`src/hw/rtl/crs2d_pkg.sv`:
```
// Shared widths, constants and item types of the 2-D Catmull-Rom spline block.
package crs2d_pkg;

  // Coordinate and position formats.
  localparam int COORD_W   = 16;
  localparam int FRAC_W    = 16;
  localparam int T_W       = FRAC_W + 1;

  // Coefficient width: the largest coefficient sum is twelve times a coordinate.
  localparam int COEF_W    = COORD_W + 4;

  // Accumulator: integer part holds twice the spline value with overshoot headroom.
  localparam int HI_W      = COORD_W + 5;
  localparam int ACC_W     = HI_W + FRAC_W;

  // Partial product widths of one Horner step.
  localparam int PH_W      = HI_W + T_W + 1;
  localparam int PL_W      = FRAC_W + T_W;

  // Horner steps after the leading coefficient.
  localparam int NUM_STEPS = 3;

  localparam logic [T_W-1:0] T_ONE = {1'b1, {FRAC_W{1'b0}}};

  localparam logic signed [COORD_W-1:0] COORD_MAX = {1'b0, {(COORD_W-1){1'b1}}};
  localparam logic signed [COORD_W-1:0] COORD_MIN = {1'b1, {(COORD_W-1){1'b0}}};

  // One input item: four control points and the position.
  typedef struct packed {
    logic signed [COORD_W-1:0] p0_x;
    logic signed [COORD_W-1:0] p0_y;
    logic signed [COORD_W-1:0] p1_x;
    logic signed [COORD_W-1:0] p1_y;
    logic signed [COORD_W-1:0] p2_x;
    logic signed [COORD_W-1:0] p2_y;
    logic signed [COORD_W-1:0] p3_x;
    logic signed [COORD_W-1:0] p3_y;
    logic [T_W-1:0]            position;
  } in_item_t;

  // One result item.
  typedef struct packed {
    logic signed [COORD_W-1:0] out_x;
    logic signed [COORD_W-1:0] out_y;
    logic                      clipped;
  } out_item_t;

  // Remaining coefficients, the next one to add in the lowest slot.
  typedef logic [NUM_STEPS-1:0][COEF_W-1:0] coef_queue_t;

  // Accumulator state of both axes between Horner steps.
  typedef struct packed {
    logic signed [ACC_W-1:0] acc_x;
    logic signed [ACC_W-1:0] acc_y;
    coef_queue_t             coef_x;
    coef_queue_t             coef_y;
    logic [T_W-1:0]          t;
  } work_t;

endpackage

```
`src/hw/rtl/crs2d_round.sv`:
```
// Exit stage: halves with round half up, saturates and holds the result item.
module crs2d_round import crs2d_pkg::*; (
  input  logic      clk,
  input  logic      rst,
  input  logic      up_valid,
  output logic      up_stall,
  input  work_t     up_work,
  output logic      dn_valid,
  input  logic      dn_stall,
  output out_item_t dn_item
);

  logic      vld;
  logic      hold;
  out_item_t item;
  out_item_t item_next;
  logic      sat_x;
  logic      sat_y;

  // floor((acc + 2^F) / 2^(F+1)) saturated; the top bit reports saturation.
  function automatic logic [COORD_W:0] round_sat(logic signed [ACC_W-1:0] acc);
    logic signed [ACC_W:0]  rnd;
    logic signed [HI_W-1:0] v;
    rnd = (ACC_W+1)'(acc) + (ACC_W+1)'(T_ONE);
    v   = HI_W'(rnd >>> (FRAC_W + 1));
    if (v > HI_W'(COORD_MAX)) begin
      return {1'b1, COORD_MAX};
    end else if (v < HI_W'(COORD_MIN)) begin
      return {1'b1, COORD_MIN};
    end
    return {1'b0, v[COORD_W-1:0]};
  endfunction

  always_comb begin
    {sat_x, item_next.out_x} = round_sat(up_work.acc_x);
    {sat_y, item_next.out_y} = round_sat(up_work.acc_y);
    item_next.clipped        = sat_x || sat_y;
  end

  assign hold     = vld && dn_stall;
  assign up_stall = hold;

  // Output register valid.
  always_ff @(posedge clk) begin
    if (rst) begin
      vld <= 1'b0;
    end else if (!hold) begin
      vld <= up_valid;
    end
  end

  // Output register payload.
  always_ff @(posedge clk) begin
    if (up_valid && !hold) begin
      item <= item_next;
    end
  end

  assign dn_valid = vld;
  assign dn_item  = item;

  a_clip_at_bound: assert property (@(posedge clk) disable iff (rst)
    vld && item.clipped |->
      item.out_x == COORD_MAX || item.out_x == COORD_MIN ||
      item.out_y == COORD_MAX || item.out_y == COORD_MIN)
    else $error("clipped item has no coordinate at a bound");

endmodule

```
`config.mk`:
```
export PLATFORM = sky130hd
export DESIGN_NAME = crs2d_round
export DESIGN_NICKNAME = d
export VERILOG_FILES = /design/src/hw/rtl/crs2d_pkg.sv /design/src/hw/rtl/crs2d_round.sv
export SDC_FILE = /design/constraint.sdc
export NUM_CORES = 1
export LEC_CHECK = 0
export ABC_AREA = 1
export BUFFER_PORTS_ARGS = -buffer_cell sky130_fd_sc_hd__clkbuf_2
export CORE_AREA = 2 2 96 98
export DETAILED_ROUTE_END_ITERATION = 16
export DIE_AREA = 0 0 98 100
export PLACE_DENSITY_LB_ADDON = 0.12
export SETUP_SLACK_MARGIN = 0.2
export SLEW_MARGIN = 10
export SYNTH_ARGS = -nofsm -noshare
export SYNTH_HDL_FRONTEND = slang
export SYNTH_SLANG_ARGS = --single-unit
```
`constraint.sdc`:
```
create_clock -name clk -period 4.4 [get_ports clk]
set_input_delay 0 -clock clk [delete_from_list [all_inputs] [get_ports clk]]
set_output_delay 0 -clock clk [all_outputs]
set_load 0.005 [all_outputs]
```
# Word level (Yosys, flattened, before mapping)
# Index checks and enable logic that the tools add are counted.
[totals]
reg_bits = 34
in_bits = 215
output_inout_bits = 35
elab_cells = 24
[classes]
n_addsub = 2
order_cmp = 4
n_mux = 10
n_reduce_logical = 4
[ops]
columns = ["operator", "count"]
rows = [
  ["$mux W17", 6],
  ["$add A37 B18 Y38 const B", 2],
  ["$gt A21 B16 Y1 const B", 2],
  ["$lt A21 B16 Y1 const B", 2],
  ["$mux W1", 4],
  ["$logic_and A1 B1 Y1", 2],
  ["$logic_not A1 Y1", 1],
  ["$logic_or A1 B1 Y1", 1],
]

# Depth between registers and ports, before layout
[logic_depth]
depth_word = 6
ltp_mapped = 14
ltp_nobuf = 14

# Worst setup path before layout
# No wires, ideal clock.
[synth_timing]
path_type = "reg2reg"
startpoint = "register vld (netlist: dn_valid)"
endpoint = "register item, in the netlist dn_item[0] (enable)"
setup_time_ns = 0.423
arrival_ns = 1.835
required_ns = 3.977
setup_slack_ns = 2.142
path_stages_with_launch = 4
path_buffers = 0
period_less_slack_ns = 2.258
path_cell_list = "dfxtp_1 -> nand2_1 -> inv_1 -> nor2_1"
[synth_via]
elab_chain_len = 3
[synth_rtl]
columns = ["element", "line_no", "rtl"]
rows = [
  ["from (decl)", "crs2d_round.sv:13", "logic vld;"],
  ["from (signal assigned)", "crs2d_round.sv:48", "vld <= up_valid;"],
  ["$logic_and A1 B1 Y1", "crs2d_round.sv:40", "assign hold = vld && dn_stall;"],
  ["via up_stall", "crs2d_round.sv:6", "output logic up_stall,"],
  ["$logic_not A1 Y1", "crs2d_round.sv:54", "if (up_valid && !hold) begin"],
  ["$logic_and A1 B1 Y1", "crs2d_round.sv:54", ""],
  ["to (signal assigned)", "crs2d_round.sv:55", "item <= item_next;"],
  ["to (decl)", "crs2d_round.sv:15", "out_item_t item;"],
]
# The timed path passes the listed nets, and every way through them passes these cells.
# A chain may end at the register's enable or synchronous reset.

==> summary.txt <==
Outcome: completed
Max Freq: 0.573 GHz
H-Tree Depth: 2
Worst setup path start: up_work[190]
Most frequent cell after synthesis: nand2_1
Crit path largest cell delay: 0.47 ns
Via Count: 2265
Worst Path Max Fanout: 12
Pin count of the biggest net entering global routing: 34
Distinct cells, synth: 26
Share of the yosys chip area belonging to registers: 41.0%
Total detailed-routing wirelength: 6040 um
Worst EP required: 4.54 ns
Hold Crit Class: in2reg
Mean area per synthesized cell: 7.38 um^2
Area leader, netlist: edfxtp_1
Placement Rows: 35
Async S/R FF share, synth: 0%
Ys Warns: 0
Fin nets: 636
Area grow syn2layout: 25.0%
Unrepaired setup endpoints after global routing: no
EDFF count, synth: 33
Max cap viols: 0
Core area: 8890 um^2
Post-Synth XOR/XNOR Area: 7.81%
Final Slew Violations: 0
Worst Tran Pin Value: 0.940 ns
CP Class: in2reg
Reg-to-reg startpoint: dn_valid
Power density over the cells: 252 nW/um^2
Drt wl/cell: 11.4 um
Maximum VDD drop: 0.113 mV
Top-Level Pins: 250
Worst setup SP type: input port
Flop2flop setup slack: 2.85 ns
Worst skew pair latency: 0.28 ns
Cells after Synth: 334
Clk buf depth: 2
Die area: 9800 um^2
Fillers: 1011
Vias per cell: 4.27
Mapped cell area: 2470 um^2
Yosys reg bits: 34
Hold Startpoint: up_work[154]
Chip width: 98 um
CTS Buf Count: 5
Post-synthesis compound-gate area fraction: 3.55%
Clock sink total: 34
Gr usage total: 12.6%
Setup Viol. Count Final: 0
Gpl congestion: 0.783
Share of cells above drive strength 1: 26.7%
Final ANT Viol Nets: 0
Syn_nets: 551
Post_cts resized: 0
Overall power: 778 uW
CP Cell Sequence: clkbuf_2, ha_1, nand2_2, nor2_4, nand2_4, nor2_4, xor2_1, nand3_1, o21ai_2, nand2_1, nand2_1
Initial Util: 27.7%
R2R cell count: 3
Ant diodes: 0
Minimum clock period: 1.75 ns
Worst path arrival time: 1.89 ns
Post-DP HPWL: 4960 um
TritonCTS clock tree: done
Clk_skew: 0.00514 ns
Pleak: 0.00140 uW
Primary FF master, synth: edfxtp_1
Buffers on Ports: 80
Total grt overflow: 0
1st-iter DRT viols: 58
Die height: 100 um
Setup Fix Bufs, Post-CTS: 0
CP endpoint kind: flop
CTS clk-pin slew, worst paths: 0.07 ns
Period utilisation layout: 39.7%
Synth area leaders: edfxtp_1 40%, nand2_1 20%, nor2_1 7.5%
Area share of fa/ha/maj cells after synthesis: 1.01%
Simple-gate area share of the yosys netlist: 41.0%
CP endpoint: dn_item[30]
Area share of the largest cell type after synthesis: 40.2%
Final hold vios: 0
FF-to-FF End: dn_item[1]
Max-slew headroom: 37.2%
Top post-synthesis cells by count: 134 x nand2_1, 49 x nor2_1, 33 x edfxtp_1
Crit-path slowest cell: o21ai_2
Drt first pass iters: 4
Vias in the first global route: 2167
Initial antenna violation count: 0
Setup TNS: 0 ns
DRC viols: 0
Clock Tree Root: clkbuf_8
Main combinational cell family by area after synthesis: simple AND/OR/NAND/NOR gates
Mux cell area share after synthesis: 0%
First-pass GRT wire length: 10000 um
[layer usage]
layer,track usage (%),up-vias,routed length [um]
met1,16.3,965,2800
met5,0,-,0
met3,2.92,6,367
li1,-,1234,-
met2,21.5,60,2810
met4,3.21,0,67
[final cells by class]
cell class                 count  area (um^2)  area share, %
multi-input combinational    270         1320           42.9
inverter                      26         97.6           3.17
sequential                    34         1010           32.8
clock buffer                   7         86.3           2.80
clock inverter                 1         5.00          0.162
tap                          111          139           4.50
timing repair buffer          82          420           13.6
[cells in the final DEF, fill, tap and decap left out, drive strengths merged]
| cell type | count |
|---|---|
| o21bai | 1 |
| xnor2 | 10 |
| nand3 | 19 |
| dfxtp | 1 |
| nor2 | 57 |
| nor3 | 6 |
| or2 | 5 |
| xor2 | 12 |
| nand4 | 1 |
| edfxtp | 33 |
| inv | 26 |
| nand2 | 141 |
| nand3b | 3 |
| clkbuf | 87 |
| a21oi | 8 |
| clkinv | 1 |
| dlygate4sd3 | 2 |
| o21ai | 5 |
| ha | 2 |
[worst max-delay path, delay by kind of cell]
kind	cells	cell delay (ns)
AOI/OAI and AO/OA	1	0.47
xor gates and xnor gates	1	0.16
adders and majority gates	1	0.29
buffers and inverters	1	0.11
and+or+nand+nor	7	0.85
[report_power, final]
part	switching [uW]	internal [uW]	leakage, uW
clock network	114	126	0.0000482
registers	5.50	382	0.000319
logic	91.4	59.0	0.00103
total	211	567	0.00140
[through the flow]
stage	instances	instance area [um^2]	setup slack, ns	util, %	hold slack (ns)
after floorplan	334	2470	2.14	-	0.0691
after global placement	521	2970	2.41	33.4	0.162
after detailed placement	521	2970	2.33	33.4	0.167
after CTS	531	3080	2.63	34.7	0.117
after global routing	531	3080	2.38	34.7	0.150
final	531	3080	2.65	34.7	0.121
[cells by family after synthesis]
family | count (synthesis)
AOI/OAI and AO/OA | 14
xor gates and xnor gates | 22
adders and majority gates | 2
buffers and inverters | 30
DFF | 34
and+or+nand+nor | 232
[registers in the layout (all words and copies together) (netlist names)]
name      flops
dn_valid      1
dn_item      33
[repair_timing]
item / 4_1_cts / 5_1_grt
endpoints found under the setup margin: 0 / 0
endpoints found under the hold margin: 1 / 0
hold buffers: 2 / 0
[worst min-delay path by stage]
stage / to / depth (start not counted)
after floorplan: dn_valid / 1
after global placement: dn_valid / 2
after detailed placement: dn_valid / 2
after CTS: dn_item[14] / 5
after global routing: dn_item[17] / 4
final: dn_item[1] / 4
(Power assumes the default switching activity.)
