### src/hw/rtl/crs2d_pkg.sv
// Shared widths, constants and item types of the 2-D Catmull-Rom spline block.
package crs2d_pkg;

  // Coordinate and position formats.
  localparam int COORD_W   = 16;
  localparam int FRAC_W    = 16;
  localparam int T_W       = FRAC_W + 1;

  // Coefficient width: the largest coefficient sum is twelve times a coordinate.
  localparam int COEF_W    = COORD_W + 4;

  // Accumulator: integer part holds twice the spline value with overshoot headroom.
  localparam int HI_W      = COORD_W + 5;
  localparam int ACC_W     = HI_W + FRAC_W;

  // Partial product widths of one Horner step.
  localparam int PH_W      = HI_W + T_W + 1;
  localparam int PL_W      = FRAC_W + T_W;

  // Horner steps after the leading coefficient.
  localparam int NUM_STEPS = 3;

  localparam logic [T_W-1:0] T_ONE = {1'b1, {FRAC_W{1'b0}}};

  localparam logic signed [COORD_W-1:0] COORD_MAX = {1'b0, {(COORD_W-1){1'b1}}};
  localparam logic signed [COORD_W-1:0] COORD_MIN = {1'b1, {(COORD_W-1){1'b0}}};

  // One input item: four control points and the position.
  typedef struct packed {
    logic signed [COORD_W-1:0] p0_x;
    logic signed [COORD_W-1:0] p0_y;
    logic signed [COORD_W-1:0] p1_x;
    logic signed [COORD_W-1:0] p1_y;
    logic signed [COORD_W-1:0] p2_x;
    logic signed [COORD_W-1:0] p2_y;
    logic signed [COORD_W-1:0] p3_x;
    logic signed [COORD_W-1:0] p3_y;
    logic [T_W-1:0]            position;
  } in_item_t;

  // One result item.
  typedef struct packed {
    logic signed [COORD_W-1:0] out_x;
    logic signed [COORD_W-1:0] out_y;
    logic                      clipped;
  } out_item_t;

  // Remaining coefficients, the next one to add in the lowest slot.
  typedef logic [NUM_STEPS-1:0][COEF_W-1:0] coef_queue_t;

  // Accumulator state of both axes between Horner steps.
  typedef struct packed {
    logic signed [ACC_W-1:0] acc_x;
    logic signed [ACC_W-1:0] acc_y;
    coef_queue_t             coef_x;
    coef_queue_t             coef_y;
    logic [T_W-1:0]          t;
  } work_t;

endpackage

### src/hw/rtl/crs2d_step.sv
// One Horner step: acc = floor(acc*t / 2^F) + (c << F), split over two stages.
module crs2d_step import crs2d_pkg::*; (
  input  logic  clk,
  input  logic  rst,
  input  logic  up_valid,
  output logic  up_stall,
  input  work_t up_work,
  output logic  dn_valid,
  input  logic  dn_stall,
  output work_t dn_work
);

  typedef struct packed {
    logic signed [PH_W-1:0] ph;
    logic [PL_W-1:0]        pl;
  } prod_t;

  typedef struct packed {
    prod_t          pr_x;
    prod_t          pr_y;
    coef_queue_t    coef_x;
    coef_queue_t    coef_y;
    logic [T_W-1:0] t;
  } mid_t;

  logic  mul_vld;
  logic  add_vld;
  logic  mul_hold;
  logic  add_hold;
  mid_t  mid;
  mid_t  mid_next;
  work_t work;
  work_t work_next;

  // Integer and fraction parts of the accumulator times t.
  function automatic prod_t mul_part(logic signed [ACC_W-1:0] acc, logic [T_W-1:0] t);
    prod_t                  r;
    logic signed [HI_W-1:0] hi;
    logic [FRAC_W-1:0]      lo;
    hi   = acc[ACC_W-1:FRAC_W];
    lo   = acc[FRAC_W-1:0];
    r.ph = hi * $signed({1'b0, t});
    r.pl = lo * t;
    return r;
  endfunction

  // Recombine the partial products and add the next coefficient.
  function automatic logic [ACC_W-1:0] add_part(prod_t p, logic [COEF_W-1:0] c);
    logic signed [COEF_W-1:0] cs;
    cs = c;
    return p.ph[ACC_W-1:0] + ACC_W'(p.pl[PL_W-1:FRAC_W]) + {HI_W'(cs), {FRAC_W{1'b0}}};
  endfunction

  // Multiply stage.
  always_comb begin
    mid_next.pr_x   = mul_part(up_work.acc_x, up_work.t);
    mid_next.pr_y   = mul_part(up_work.acc_y, up_work.t);
    mid_next.coef_x = up_work.coef_x;
    mid_next.coef_y = up_work.coef_y;
    mid_next.t      = up_work.t;
  end

  // Add stage; the used coefficient leaves the queue.
  always_comb begin
    work_next.acc_x  = add_part(mid.pr_x, mid.coef_x[0]);
    work_next.acc_y  = add_part(mid.pr_y, mid.coef_y[0]);
    work_next.coef_x = mid.coef_x >> COEF_W;
    work_next.coef_y = mid.coef_y >> COEF_W;
    work_next.t      = mid.t;
  end

  assign add_hold = add_vld && dn_stall;
  assign mul_hold = mul_vld && add_hold;
  assign up_stall = mul_hold;

  // Stage valids.
  always_ff @(posedge clk) begin
    if (rst) begin
      mul_vld <= 1'b0;
      add_vld <= 1'b0;
    end else begin
      if (!mul_hold) begin
        mul_vld <= up_valid;
      end
      if (!add_hold) begin
        add_vld <= mul_vld;
      end
    end
  end

  // Stage payloads.
  always_ff @(posedge clk) begin
    if (up_valid && !mul_hold) begin
      mid <= mid_next;
    end
    if (mul_vld && !add_hold) begin
      work <= work_next;
    end
  end

  assign dn_valid = add_vld;
  assign dn_work  = work;

endmodule

### config.mk
export PLATFORM = sky130hd
export DESIGN_NAME = crs2d_step
export DESIGN_NICKNAME = d
export VERILOG_FILES = /design/src/hw/rtl/crs2d_pkg.sv /design/src/hw/rtl/crs2d_step.sv
export SDC_FILE = /design/constraint.sdc
export NUM_CORES = 2
export LEC_CHECK = 0
export ABC_AREA = 0
export BUFFER_PORTS_ARGS = -buffer_cell sky130_fd_sc_hd__buf_2
export CORE_UTILIZATION = 43
export CTS_CLUSTER_SIZE = 10
export DETAILED_ROUTE_END_ITERATION = 8
export PLACE_DENSITY = 0.61
export SLEW_MARGIN = 40
export SYNTH_ARGS = -nofsm -noshare
export SYNTH_HDL_FRONTEND = slang
export SYNTH_SLANG_ARGS = --single-unit
### constraint.sdc
create_clock -name clk -period 17.72 [get_ports clk]
set_input_delay 3.544 -clock clk [delete_from_list [all_inputs] [get_ports clk]]
set_output_delay 3.544 -clock clk [all_outputs]
set_load 0.005 [all_outputs]
**Word-level counts from Yosys, hierarchy flattened**

Cells that the tools add are included.

- Bits in registers: 450
- Bits of input ports: 215
- Output and inout bits: 213

- Add/subtract/negate cells: 4
- $mul: 4
- Reductions and logical operators: 6

Operator list:

| cell | number |
|---|---|
| $add 37x17->37 | 2 |
| $add 37x37->37 | 2 |
| $mul 21x18->37 | 2 |
| $mul 16x17->33 | 2 |
| $logic_and 1x1->1 | 4 |
| $logic_not 1->1 | 2 |

**Depth between registers and ports, before layout**

- Depth in word-level cells: 4
- Mapped depth: 25
- Gate-level depth less buffers: 23

**Worst setup path after synthesis**

OpenSTA, ideal clock, no wires.

- Kind: input to register
- Start: input dn_stall
- End: register work, in the netlist dn_work[0], enable pin
- Setup time: 0.961 ns
- Data arrival time: 15.876 ns
- Setup slack: 0.883 ns
- Cell stages on the path: 1
- Buffers on the path: 0
- Path through: a21boi_0

- Cells in the longest elaborated chain, start to end: 3

RTL lines:

| element | line | text |
|---|---|---|
| start, declared | crs2d_step.sv:9 | `input logic dn_stall,` |
| $logic_and 1x1->1 | crs2d_step.sv:72 | `assign add_hold = add_vld && dn_stall;` |
| $logic_not 1->1 | crs2d_step.sv:96 | `if (mul_vld && !add_hold) begin` |
| $logic_and 1x1->1 | crs2d_step.sv:96 |  |
| end signal, assigned | crs2d_step.sv:97 | `work <= work_next;` |
| end, declared | crs2d_step.sv:32 | `work_t work;` |

Every way passes these cells.
A chain may end at the register's enable or synchronous reset.

==> results.toml <==
[sta]
setup_violations = 0
finalCriticalPeriod_ns = 10.48
skew_ns = 0.0372
hold_viol = 0
fin_setup_tns_ns = 0
rsz0062_at_grt = "no"
relSlewSlack_pct = 42.6
finalCritPeriodShare_pct = 59.1
drv_slew = 0
fmax_ghz = 0.0954
tightest_slew_ns = 0.859
hold_slack_ns = 0.417

[worst_setup_path]
worstSetupPathType = "in2reg"
startpoint_type = "primary input"
crit_required_ns = 18.08
cp_max_fo = 49
worstPathArrival_ns = 10.84
worstSetupEndpointType = "flip-flop"

[min_path]
hp-class = "reg2reg"

[logic_synthesis]
yosysWarnings = 0
synth_top_flop_cell = "edfxtp_1"
syn_area_um2 = 59000
synth-seq-cells = 418
synth-edff-count = 416
netlist_instances = 5712
avgSynthCellArea_um2 = 10.3
netlist-cell-type-count = 71
yosysSeqAreaShare_pct = 21.2
postSynth.asyncResetShare_pct = 0

[floorplan]
die-width_um = 372
die_h_um = 372
ios = 428
start_util_pct = 43.4
core_um2 = 136000
rows = 135
die-area_um2 = 139000

[clock_network]
clockRootBuffer = "clkbuf_16"
cts_sinks = 418
cts_tree = "built"
post-cts-setup-buffers = 0
hold_buffers = 0
cts.repair.resized = 0
h-tree-depth = 2
insertion_delay_ns = 0.68
cts_buffer_depth = 3
numCtsBuffers = 53
cts.clk_slew.worst_paths_ns = 0.05

[global_route]
first_global_vias = 42500
grt_max_degree = 134
overflow = 0
grt_usage_pct = 21.6
antenna_found_initial = 21
grt_pass1_wl_mm = 233

[layout]
finalNonFillerCells = 7808
drive_gt1_share_pct = 8.50
post-route-util_pct = 47.3
final_nets = 7820
layout-area-overhead-vs-synth_pct = 8.86
fillers = 12700

[routing]
routed-via-count = 39400
routedWlPerCell_um = 18.8
drtPass1Iterations = 5
finalWirelength_mm = 147
drtAntennaViolNets = 0
vias_per_cell = 5.05
drt_iter0_drc = 1945
drc = 0

[outcome]
status = "complete, no violations"

[run]
maxCapViolCount = 0

[place]
dp_hpwl_mm = 112
place.gp.congestion = 0.884
dp_cells = 7697
io_buffer_count = 387
## registers in the layout, summed over array words and instances (netlist names)
| signal | flops |
|---|---|
| dn_valid | 1 |
| dn_work | 171 |
| mid | 245 |
| mul_vld | 1 |
## routing by layer
metal	GRT usage [%]	part of all wire, %	wire [µm]
met4	6.84	2.9	4210
met1	28.7	43	62400
met3	2.87	6.0	8870
met5	0	0.029	43
met2	36.5	49	71200
## cell type report
| class | count | area, µm² | area share [%] |
|---|---|---|---|
| antenna | 15 | 37.5 | 0.0584 |
| sequential | 418 | 12500 | 19.5 |
| multi-input combinational | 3830 | 40800 | 63.6 |
| inverter | 1250 | 4690 | 7.30 |
| tap | 1781 | 2230 | 3.47 |
| timing repair buffer | 420 | 2260 | 3.52 |
| clock buffer | 77 | 1450 | 2.25 |
| clock inverter | 17 | 190 | 0.296 |
## logic make-up after synthesis
group           share of synthesized area [%]
simple gates                             12.8
flops                                    21.2
compound gates                           4.66
fa+ha+maj                                48.7
other cells                           0.00636
xor+xnor                                 2.76
buf+inv                                  9.82
## cells in the final DEF, fill, tap and decap left out, types with 29 or more instances in the layout
master	netlist	layout
a21o_1	54	54
a21oi_1	129	129
and2_1	566	566
buf_2	3	384
buf_4	40	29
clkbuf_16	0	53
conb_1	1	40
edfxtp_1	416	416
fa_1	1106	1106
ha_1	526	526
inv_1	1250	1250
nand2_1	759	759
nand3_1	29	29
nor2_1	88	88
o21ai_0	70	70
xnor2_1	143	143
xor2_1	43	43
## synth_stat cells, drive strengths merged, types with 22 or more instances
| cell | instances | share of area (%) |
|---|---|---|
| a21o | 54 | 0.69 |
| a21oi | 129 | 1.1 |
| and2 | 566 | 6.0 |
| buf | 43 | 0.53 |
| clkbuf | 210 | 1.3 |
| edfxtp | 416 | 21 |
| fa | 1106 | 38 |
| ha | 526 | 11 |
| inv | 1250 | 8.0 |
| nand2 | 759 | 4.8 |
| nand3 | 29 | 0.25 |
| nor2 | 88 | 0.56 |
| o21a | 26 | 0.33 |
| o21ai | 71 | 0.60 |
| o21bai | 22 | 0.28 |
| xnor2 | 143 | 2.1 |
| xor2 | 43 | 0.64 |
## path summary, 6_finish.rpt
check,startpoint,to,slack [ns],cells after the start
setup / recovery,up_work[6],mid[205]$_DFFE_PP_,7.24,22
setup reg to reg,mid[154]$_DFFE_PP_,dn_work[168]$_DFFE_PP_,13.49,12
hold reg to reg,mid[133]$_DFFE_PP_,dn_work[113]$_DFFE_PP_,0.42,0
hold / removal,mid[133]$_DFFE_PP_,dn_work[113]$_DFFE_PP_,0.42,0
## critical path: stages
cell and delay, ns:
buf_2 0.51, buf_4 0.70, and2_1 0.26, fa_1 0.39, inv_1 0.08, fa_1 0.44, fa_1 0.51, fa_1 0.54
inv_1 0.05, fa_1 0.47, inv_1 0.05, fa_1 0.47, inv_1 0.04, ha_1 0.33, a211oi_1 0.24, nor2_1 0.14
a221oi_1 0.38, a211oi_1 0.16, o31ai_1 0.54, a21oi_1 0.22, o31ai_1 0.50, o311ai_0 0.22
## stage by stage
stage | cell area [µm²] | setup WS (ns)
after floorplan | 59200 | 0.883
after global placement | 62500 | 6.72
after detailed placement | 62500 | 6.62
after CTS | 64100 | 7.31
after global routing | 64200 | 6.95
final | 64200 | 7.24
Power is not shown: default switching activity piles up to over one toggle a cycle in this logic, so the estimate is an artifact.
