File: src/hw/rtl/crs2d_pkg.sv
// Shared widths, constants and item types of the 2-D Catmull-Rom spline block.
package crs2d_pkg;

  // Coordinate and position formats.
  localparam int COORD_W   = 16;
  localparam int FRAC_W    = 16;
  localparam int T_W       = FRAC_W + 1;

  // Coefficient width: the largest coefficient sum is twelve times a coordinate.
  localparam int COEF_W    = COORD_W + 4;

  // Accumulator: integer part holds twice the spline value with overshoot headroom.
  localparam int HI_W      = COORD_W + 5;
  localparam int ACC_W     = HI_W + FRAC_W;

  // Partial product widths of one Horner step.
  localparam int PH_W      = HI_W + T_W + 1;
  localparam int PL_W      = FRAC_W + T_W;

  // Horner steps after the leading coefficient.
  localparam int NUM_STEPS = 3;

  localparam logic [T_W-1:0] T_ONE = {1'b1, {FRAC_W{1'b0}}};

  localparam logic signed [COORD_W-1:0] COORD_MAX = {1'b0, {(COORD_W-1){1'b1}}};
  localparam logic signed [COORD_W-1:0] COORD_MIN = {1'b1, {(COORD_W-1){1'b0}}};

  // One input item: four control points and the position.
  typedef struct packed {
    logic signed [COORD_W-1:0] p0_x;
    logic signed [COORD_W-1:0] p0_y;
    logic signed [COORD_W-1:0] p1_x;
    logic signed [COORD_W-1:0] p1_y;
    logic signed [COORD_W-1:0] p2_x;
    logic signed [COORD_W-1:0] p2_y;
    logic signed [COORD_W-1:0] p3_x;
    logic signed [COORD_W-1:0] p3_y;
    logic [T_W-1:0]            position;
  } in_item_t;

  // One result item.
  typedef struct packed {
    logic signed [COORD_W-1:0] out_x;
    logic signed [COORD_W-1:0] out_y;
    logic                      clipped;
  } out_item_t;

  // Remaining coefficients, the next one to add in the lowest slot.
  typedef logic [NUM_STEPS-1:0][COEF_W-1:0] coef_queue_t;

  // Accumulator state of both axes between Horner steps.
  typedef struct packed {
    logic signed [ACC_W-1:0] acc_x;
    logic signed [ACC_W-1:0] acc_y;
    coef_queue_t             coef_x;
    coef_queue_t             coef_y;
    logic [T_W-1:0]          t;
  } work_t;

endpackage

File: src/hw/rtl/crs2d_coef.sv
// Entry stage: forms the spline coefficients and clamps the position.
module crs2d_coef import crs2d_pkg::*; (
  input  logic     clk,
  input  logic     rst,
  input  logic     up_valid,
  output logic     up_stall,
  input  in_item_t up_item,
  output logic     dn_valid,
  input  logic     dn_stall,
  output work_t    dn_work
);

  logic  vld;
  logic  hold;
  work_t work;
  work_t work_next;

  // Coefficients of one axis, returned as the leading accumulator and the queue.
  function automatic logic [ACC_W+NUM_STEPS*COEF_W-1:0] axis_coef(
    logic signed [COORD_W-1:0] p0, logic signed [COORD_W-1:0] p1,
    logic signed [COORD_W-1:0] p2, logic signed [COORD_W-1:0] p3);
    logic signed [COEF_W-1:0] e0, e1, e2, e3;
    logic signed [COEF_W-1:0] c0, c1, c2, c3;
    coef_queue_t              q;
    e0 = COEF_W'(p0);
    e1 = COEF_W'(p1);
    e2 = COEF_W'(p2);
    e3 = COEF_W'(p3);
    c0 = e1 <<< 1;
    c1 = e2 - e0;
    c2 = (e0 <<< 1) - (e1 <<< 2) - e1 + (e2 <<< 2) - e3;
    c3 = (e1 <<< 1) + e1 - (e2 <<< 1) - e2 + e3 - e0;
    q[0] = c2;
    q[1] = c1;
    q[2] = c0;
    return {HI_W'(c3), {FRAC_W{1'b0}}, q};
  endfunction

  // Coefficients for both axes and the clamped position.
  always_comb begin
    {work_next.acc_x, work_next.coef_x} =
      axis_coef(up_item.p0_x, up_item.p1_x, up_item.p2_x, up_item.p3_x);
    {work_next.acc_y, work_next.coef_y} =
      axis_coef(up_item.p0_y, up_item.p1_y, up_item.p2_y, up_item.p3_y);
    work_next.t = (up_item.position > T_ONE) ? T_ONE : up_item.position;
  end

  assign hold     = vld && dn_stall;
  assign up_stall = hold;

  // Stage valid.
  always_ff @(posedge clk) begin
    if (rst) begin
      vld <= 1'b0;
    end else if (!hold) begin
      vld <= up_valid;
    end
  end

  // Stage payload.
  always_ff @(posedge clk) begin
    if (up_valid && !hold) begin
      work <= work_next;
    end
  end

  assign dn_valid = vld;
  assign dn_work  = work;

  a_t_clamped: assert property (@(posedge clk) disable iff (rst)
    vld |-> work.t <= T_ONE)
    else $error("position above one left the entry stage");

endmodule

File: config.mk
export PLATFORM = sky130hd
export DESIGN_NAME = crs2d_coef
export DESIGN_NICKNAME = d
export VERILOG_FILES = /design/src/hw/rtl/crs2d_pkg.sv /design/src/hw/rtl/crs2d_coef.sv
export SDC_FILE = /design/constraint.sdc
export NUM_CORES = 1
export LEC_CHECK = 0
export BUFFER_PORTS_ARGS = -buffer_cell sky130_fd_sc_hd__buf_4
export CELL_PAD_IN_SITES_DETAIL_PLACEMENT = 1
export CELL_PAD_IN_SITES_GLOBAL_PLACEMENT = 2
export CORE_MARGIN = 1
export CORE_UTILIZATION = 36
export CTS_CLUSTER_SIZE = 28
export DETAILED_ROUTE_END_ITERATION = 8
export HOLD_SLACK_MARGIN = 0.06
export PLACE_DENSITY_LB_ADDON = 0.25
export SYNTH_ARGS = -nofsm -noshare
export SYNTH_HDL_FRONTEND = slang
export SYNTH_SLANG_ARGS = --single-unit
File: constraint.sdc
create_clock -name clk -period 14.12 [get_ports clk]
set_input_delay 2.824 -clock clk [delete_from_list [all_inputs] [get_ports clk]]
set_output_delay 2.824 -clock clk [all_outputs]
set_load 0.05 [all_outputs]
### Yosys cells after proc, flatten, opt, wreduce, memory -nomap -nowiden

Index checks and enable logic that the tools add are counted.

| storage, ports and cells | value |
|---|---|
| register bits | 170 |
| logic and storage cells | 34 |
| output and inout port bits | 213 |
| bits of input ports | 149 |

| operators by class | value |
|---|---|
| add/sub/neg operators | 20 |
| magnitude comparators | 1 |
| reduce and logical (&&, ||, !) cells | 3 |

Operator list:

| cell | number |
|---|---|
| $sub 19x16->20 | 4 |
| $sub 20x16->20 | 4 |
| $add 20x16->20 | 2 |
| $add 20x18->20 | 2 |
| $sub 17x18->19 | 2 |
| $sub 18x17->19 | 2 |
| $add 17x16->18 | 2 |
| $sub 16x16->17 | 2 |
| $gt 17x17->1 const B | 1 |
| $logic_and 1x1->1 | 2 |
| $logic_not 1->1 | 1 |

### Longest topological paths before layout

| depth | value |
|---|---|
| word-level depth | 5 |
| gate-level depth with buffers | 15 |
| mapped depth without buffers | 15 |

### Worst setup path after synthesis

Ideal clock, no wire load.

| timing path | value |
|---|---|
| path kind | input port to flip-flop |
| start | input port dn_stall |
| end | register work, in the netlist dn_work[0], enable pin |
| data required time | 13.417 ns |
| setup slack | 3.063 ns |
| setup time | 0.703 ns |
| buffers on the path | 0 |
| arrival time | 10.354 ns |
| cell stages on the path | 2 |
| path through | and2_1 nor2b_1 |

| between the ends | value |
|---|---|
| longest elaborated chain between the ends | 3 |

Ends and longest elaborated chain:

| what | RTL line | RTL |
|---|---|---|
| start, declared | crs2d_coef.sv:9 | `input logic dn_stall,` |
| $logic_and 1x1->1 | crs2d_coef.sv:48 | `assign hold = vld && dn_stall;` |
| $logic_not 1->1 | crs2d_coef.sv:62 | `if (up_valid && !hold) begin` |
| $logic_and 1x1->1 | crs2d_coef.sv:62 |  |
| end signal, assigned | crs2d_coef.sv:63 | `work <= work_next;` |
| end, declared | crs2d_coef.sv:15 | `work_t work;` |

Every way passes these cells.
A chain may end at the register's enable or synchronous reset.

==> flow_results.xml <==
<?xml version="1.0" encoding="UTF-8"?>
<metrics>
  <group name="timing">
    <metric name="holdWs" unit="ns">0.698</metric>
    <metric name="period_minus_slack" unit="ns">6.69</metric>
    <metric name="final_max_slew_viol_count" unit="">0</metric>
    <metric name="max-slew-margin-rel" unit="%">36.5</metric>
    <metric name="timing_hold_violations_final" unit="">0</metric>
    <metric name="fin_setup_tns" unit="ns">0</metric>
    <metric name="setup-violations-final" unit="">0</metric>
    <metric name="finalCritPeriodShare" unit="%">47.4</metric>
    <metric name="final.setup_skew" unit="ns">0.0101</metric>
    <metric name="grt_setup_unrepaired" unit="">no</metric>
    <metric name="worst_pin_slew" unit="ns">0.952</metric>
    <metric name="max_freq" unit="MHz">149</metric>
  </group>
  <group name="critical_path">
    <metric name="crit_arrival" unit="ns">6.97</metric>
    <metric name="cp_data_required_time" unit="ns">14.40</metric>
    <metric name="critical_path_class" unit="">in2reg</metric>
    <metric name="critPathMaxFanout" unit="">5</metric>
    <metric name="end_kind" unit="">flip-flop</metric>
    <metric name="worst_setup_path_start_kind" unit="">primary input</metric>
    <metric name="worst-r2r-cell-count" unit="">3</metric>
  </group>
  <group name="pwr">
    <metric name="worst_ir_drop_vdd" unit="mV">0.0885</metric>
    <metric name="finalPower" unit="mW">3.84</metric>
    <metric name="cellLeakagePower" unit="nW">9.59</metric>
    <metric name="pd_cells" unit="nW/µm²">194</metric>
  </group>
  <group name="routing">
    <metric name="detail_route.vias_per_cell" unit="">4.64</metric>
    <metric name="drt_iter0_markers" unit="">453</metric>
    <metric name="route.vias.total" unit="">11200</metric>
    <metric name="drtAntennaViolNets" unit="">0</metric>
    <metric name="drt_pass1_iterations" unit="">4</metric>
    <metric name="drc" unit="">0</metric>
    <metric name="routed_wirelength" unit="µm">40800</metric>
    <metric name="wl_per_cell" unit="µm">16.9</metric>
  </group>
  <group name="layout">
    <metric name="drive_gt1_share" unit="%">20.7</metric>
    <metric name="multiInputGateArea" unit="µm²">9530</metric>
    <metric name="final_common_cell" unit="">sky130_fd_sc_hd__inv_1</metric>
    <metric name="area_delta_synth_final" unit="%">22.0</metric>
    <metric name="n_fill_cell" unit="">4963</metric>
    <metric name="fin_cells" unit="">2412</metric>
    <metric name="nets" unit="">2308</metric>
    <metric name="most-common-layout-cells" unit="">sky130_fd_sc_hd__inv_1, sky130_fd_sc_hd__buf_4, sky130_fd_sc_hd__fa_1</metric>
    <metric name="layout.area.seq" unit="µm²">4910</metric>
    <metric name="n_antenna_cell" unit="">0</metric>
  </group>
  <group name="clock_tree">
    <metric name="cts-resized-gates" unit="">0</metric>
    <metric name="cts_root_buffer" unit="">sky130_fd_sc_hd__clkbuf_16</metric>
    <metric name="cts-htree-levels" unit="">4</metric>
    <metric name="cts-root-to-sink-buffers" unit="">2</metric>
    <metric name="clk_pin_slew" unit="ns">0.07</metric>
    <metric name="cts-hold-fix-buffers" unit="">0</metric>
    <metric name="cts_tree" unit="">built</metric>
    <metric name="postCtsSetupRepairBufs" unit="">0</metric>
    <metric name="numCtsBuffers" unit="">17</metric>
    <metric name="insertion_delay" unit="ns">0.49</metric>
    <metric name="numClockSinks" unit="">164</metric>
  </group>
  <group name="yosys">
    <metric name="syn_inst" unit="">1485</metric>
    <metric name="synth.cell_area" unit="µm²">16200</metric>
    <metric name="synth_enable_flop_cells" unit="">163</metric>
    <metric name="yosysSeqAreaShare" unit="%">30.3</metric>
    <metric name="yosys_register_bits" unit="">164</metric>
    <metric name="yosys_warnings" unit="">0</metric>
    <metric name="dominantRegCellSynth" unit="">sky130_fd_sc_hd__edfxtp_1</metric>
    <metric name="synthArstFlopShare" unit="%">0</metric>
    <metric name="yosys.cell_types.count" unit="">68</metric>
    <metric name="syn_avg_cell_area" unit="µm²">10.9</metric>
  </group>
  <group name="die">
    <metric name="floorplan.core_area" unit="µm²">44300</metric>
    <metric name="die_w" unit="µm">214</metric>
    <metric name="chipHeight" unit="µm">214</metric>
    <metric name="num_io_pins" unit="">362</metric>
    <metric name="initial_utilization" unit="%">36.7</metric>
    <metric name="std_cell_rows" unit="">77</metric>
    <metric name="fp.dieArea" unit="µm²">46000</metric>
  </group>
  <group name="placement">
    <metric name="port_buffers" unit="">327</metric>
    <metric name="placed_cells" unit="">2380</metric>
    <metric name="place_congestion" unit="">0.850</metric>
    <metric name="dp.final_hpwl" unit="µm">34300</metric>
  </group>
  <group name="grt">
    <metric name="grt_first_pass_wirelength" unit="µm">66600</metric>
    <metric name="grt_antenna_before_repair" unit="">0</metric>
    <metric name="gr-usage-all-layers" unit="%">18.8</metric>
    <metric name="grt-ovfl-total" unit="">0</metric>
    <metric name="via_count_of_the_first_global_routing_pass" unit="">12200</metric>
    <metric name="grt_start_max_net_pins" unit="">164</metric>
  </group>
  <group name="job">
    <metric name="max_cap_viol_count" unit="">0</metric>
  </group>
  <group name="run_status">
    <metric name="outcome" unit="">finished clean</metric>
  </group>
  <group name="hold_path">
    <metric name="path_type_of_the_worst_min_delay_path" unit="">reg2reg</metric>
    <metric name="hold_depth" unit="">3</metric>
  </group>
</metrics>
==> registers in the layout (all words and copies together), names as in the netlist <==
name and cells:
dn_work 163, dn_valid 1
==> cells by family (layout without fill, tap and decap cells) <==
family | count (synthesis) | after routing | synth area share [%]
and+or+nand+nor | 154 | 154 | 4.87
AOI/OAI and AO/OA | 261 | 261 | 10.5
other | 1 | 34 | 0.0231
adders and majority gates | 352 | 352 | 37.7
xor gates and xnor gates | 87 | 87 | 4.69
DFF | 164 | 164 | 30.3
buffers and inverters | 466 | 768 | 11.9
==> synthesized netlist by cell type, drive strengths merged, types with 4 or more instances <==
library cell,number,area [µm²]
inv,408,1530
fa,230,4600
edfxtp,163,4890
ha,122,1530
a21oi,82,414
xnor2,55,482
buf,51,374
o21ai,47,235
nor2,38,143
nand2,32,120
xor2,32,280
a21o,28,210
nor2b,26,170
o21a,17,128
o21bai,15,116
a211oi,13,108
nand3,13,65.1
o211ai,8,60.1
and3,7,50.1
clkbuf,7,26.3
nand2b,7,51.3
nor3,7,35.0
nor4,7,43.8
a31oi,6,37.5
o31a,6,52.6
a2111oi,4,36.3
a21boi,4,30.0
a41oi,4,35.0
and2,4,26.3
nand4,4,25.0
or2,4,25.0
==> path summary, 6_finish.rpt <==
kind / start / end / slack, ns
worst min-delay path: dn_valid / dn_valid / 0.70
worst max-delay path: up_item[115] / dn_work[172] / 7.43
worst min register to register: dn_valid / dn_valid / 0.70
worst max register to register: dn_valid / dn_work[132] / 12.31
==> routing by layer <==
layer / global-route usage [%] / up-vias / routed length, µm
li1: - / 5325 / -
met1: 24.8 / 5601 / 18300
met2: 30.9 / 226 / 19900
met3: 4.26 / 29 / 2070
met4: 5.69 / 0 / 595
met5: 0 / - / 0
==> per-stage QoR <==
stage / instance area, µm² / utilization (%) / setup slack [ns]
floorplan: 16400 / - / 3.06
detailed placement: 19200 / 43.3 / 6.94
global route: 19800 / 44.7 / 7.25
CTS: 19800 / 44.7 / 7.43
global placement: 19200 / 43.3 / 7.12
finish: 19800 / 44.7 / 7.43
==> where the power goes <==
part	switching (mW)	total, mW	leakage, nW	internal (mW)
clock network	0.224	0.521	0.302	0.297
logic	1.58	2.48	7.70	0.904
registers	0.0458	0.831	1.59	0.785
total	1.85	3.84	9.59	1.99
==> worst max-delay path, cell delays in order <==
cell                        delay (ns)
sky130_fd_sc_hd__buf_4            0.12
sky130_fd_sc_hd__inv_1            0.14
sky130_fd_sc_hd__fa_1             0.48
sky130_fd_sc_hd__fa_1             0.55
sky130_fd_sc_hd__inv_1            0.06
sky130_fd_sc_hd__fa_1             0.55
sky130_fd_sc_hd__inv_1            0.08
sky130_fd_sc_hd__fa_1             0.46
sky130_fd_sc_hd__a21o_1           0.22
sky130_fd_sc_hd__a211oi_2         0.24
sky130_fd_sc_hd__o21bai_2         0.13
sky130_fd_sc_hd__a31o_1           0.30
sky130_fd_sc_hd__nand2b_4         0.20
sky130_fd_sc_hd__a41o_1           0.24
sky130_fd_sc_hd__a2111oi_1        0.37
==> cell type report <==
cell class | instances | share of cell area [%]
Inverter | 408 | 7.73
Sequential cell | 164 | 24.8
Tap cell | 592 | 3.74
Clock buffer | 17 | 2.15
Timing Repair Buffer | 328 | 12.5
Multi-Input combinational cell | 888 | 48.1
Clock inverter | 15 | 1.02
Note: power is estimated with default switching activity, not from simulation.
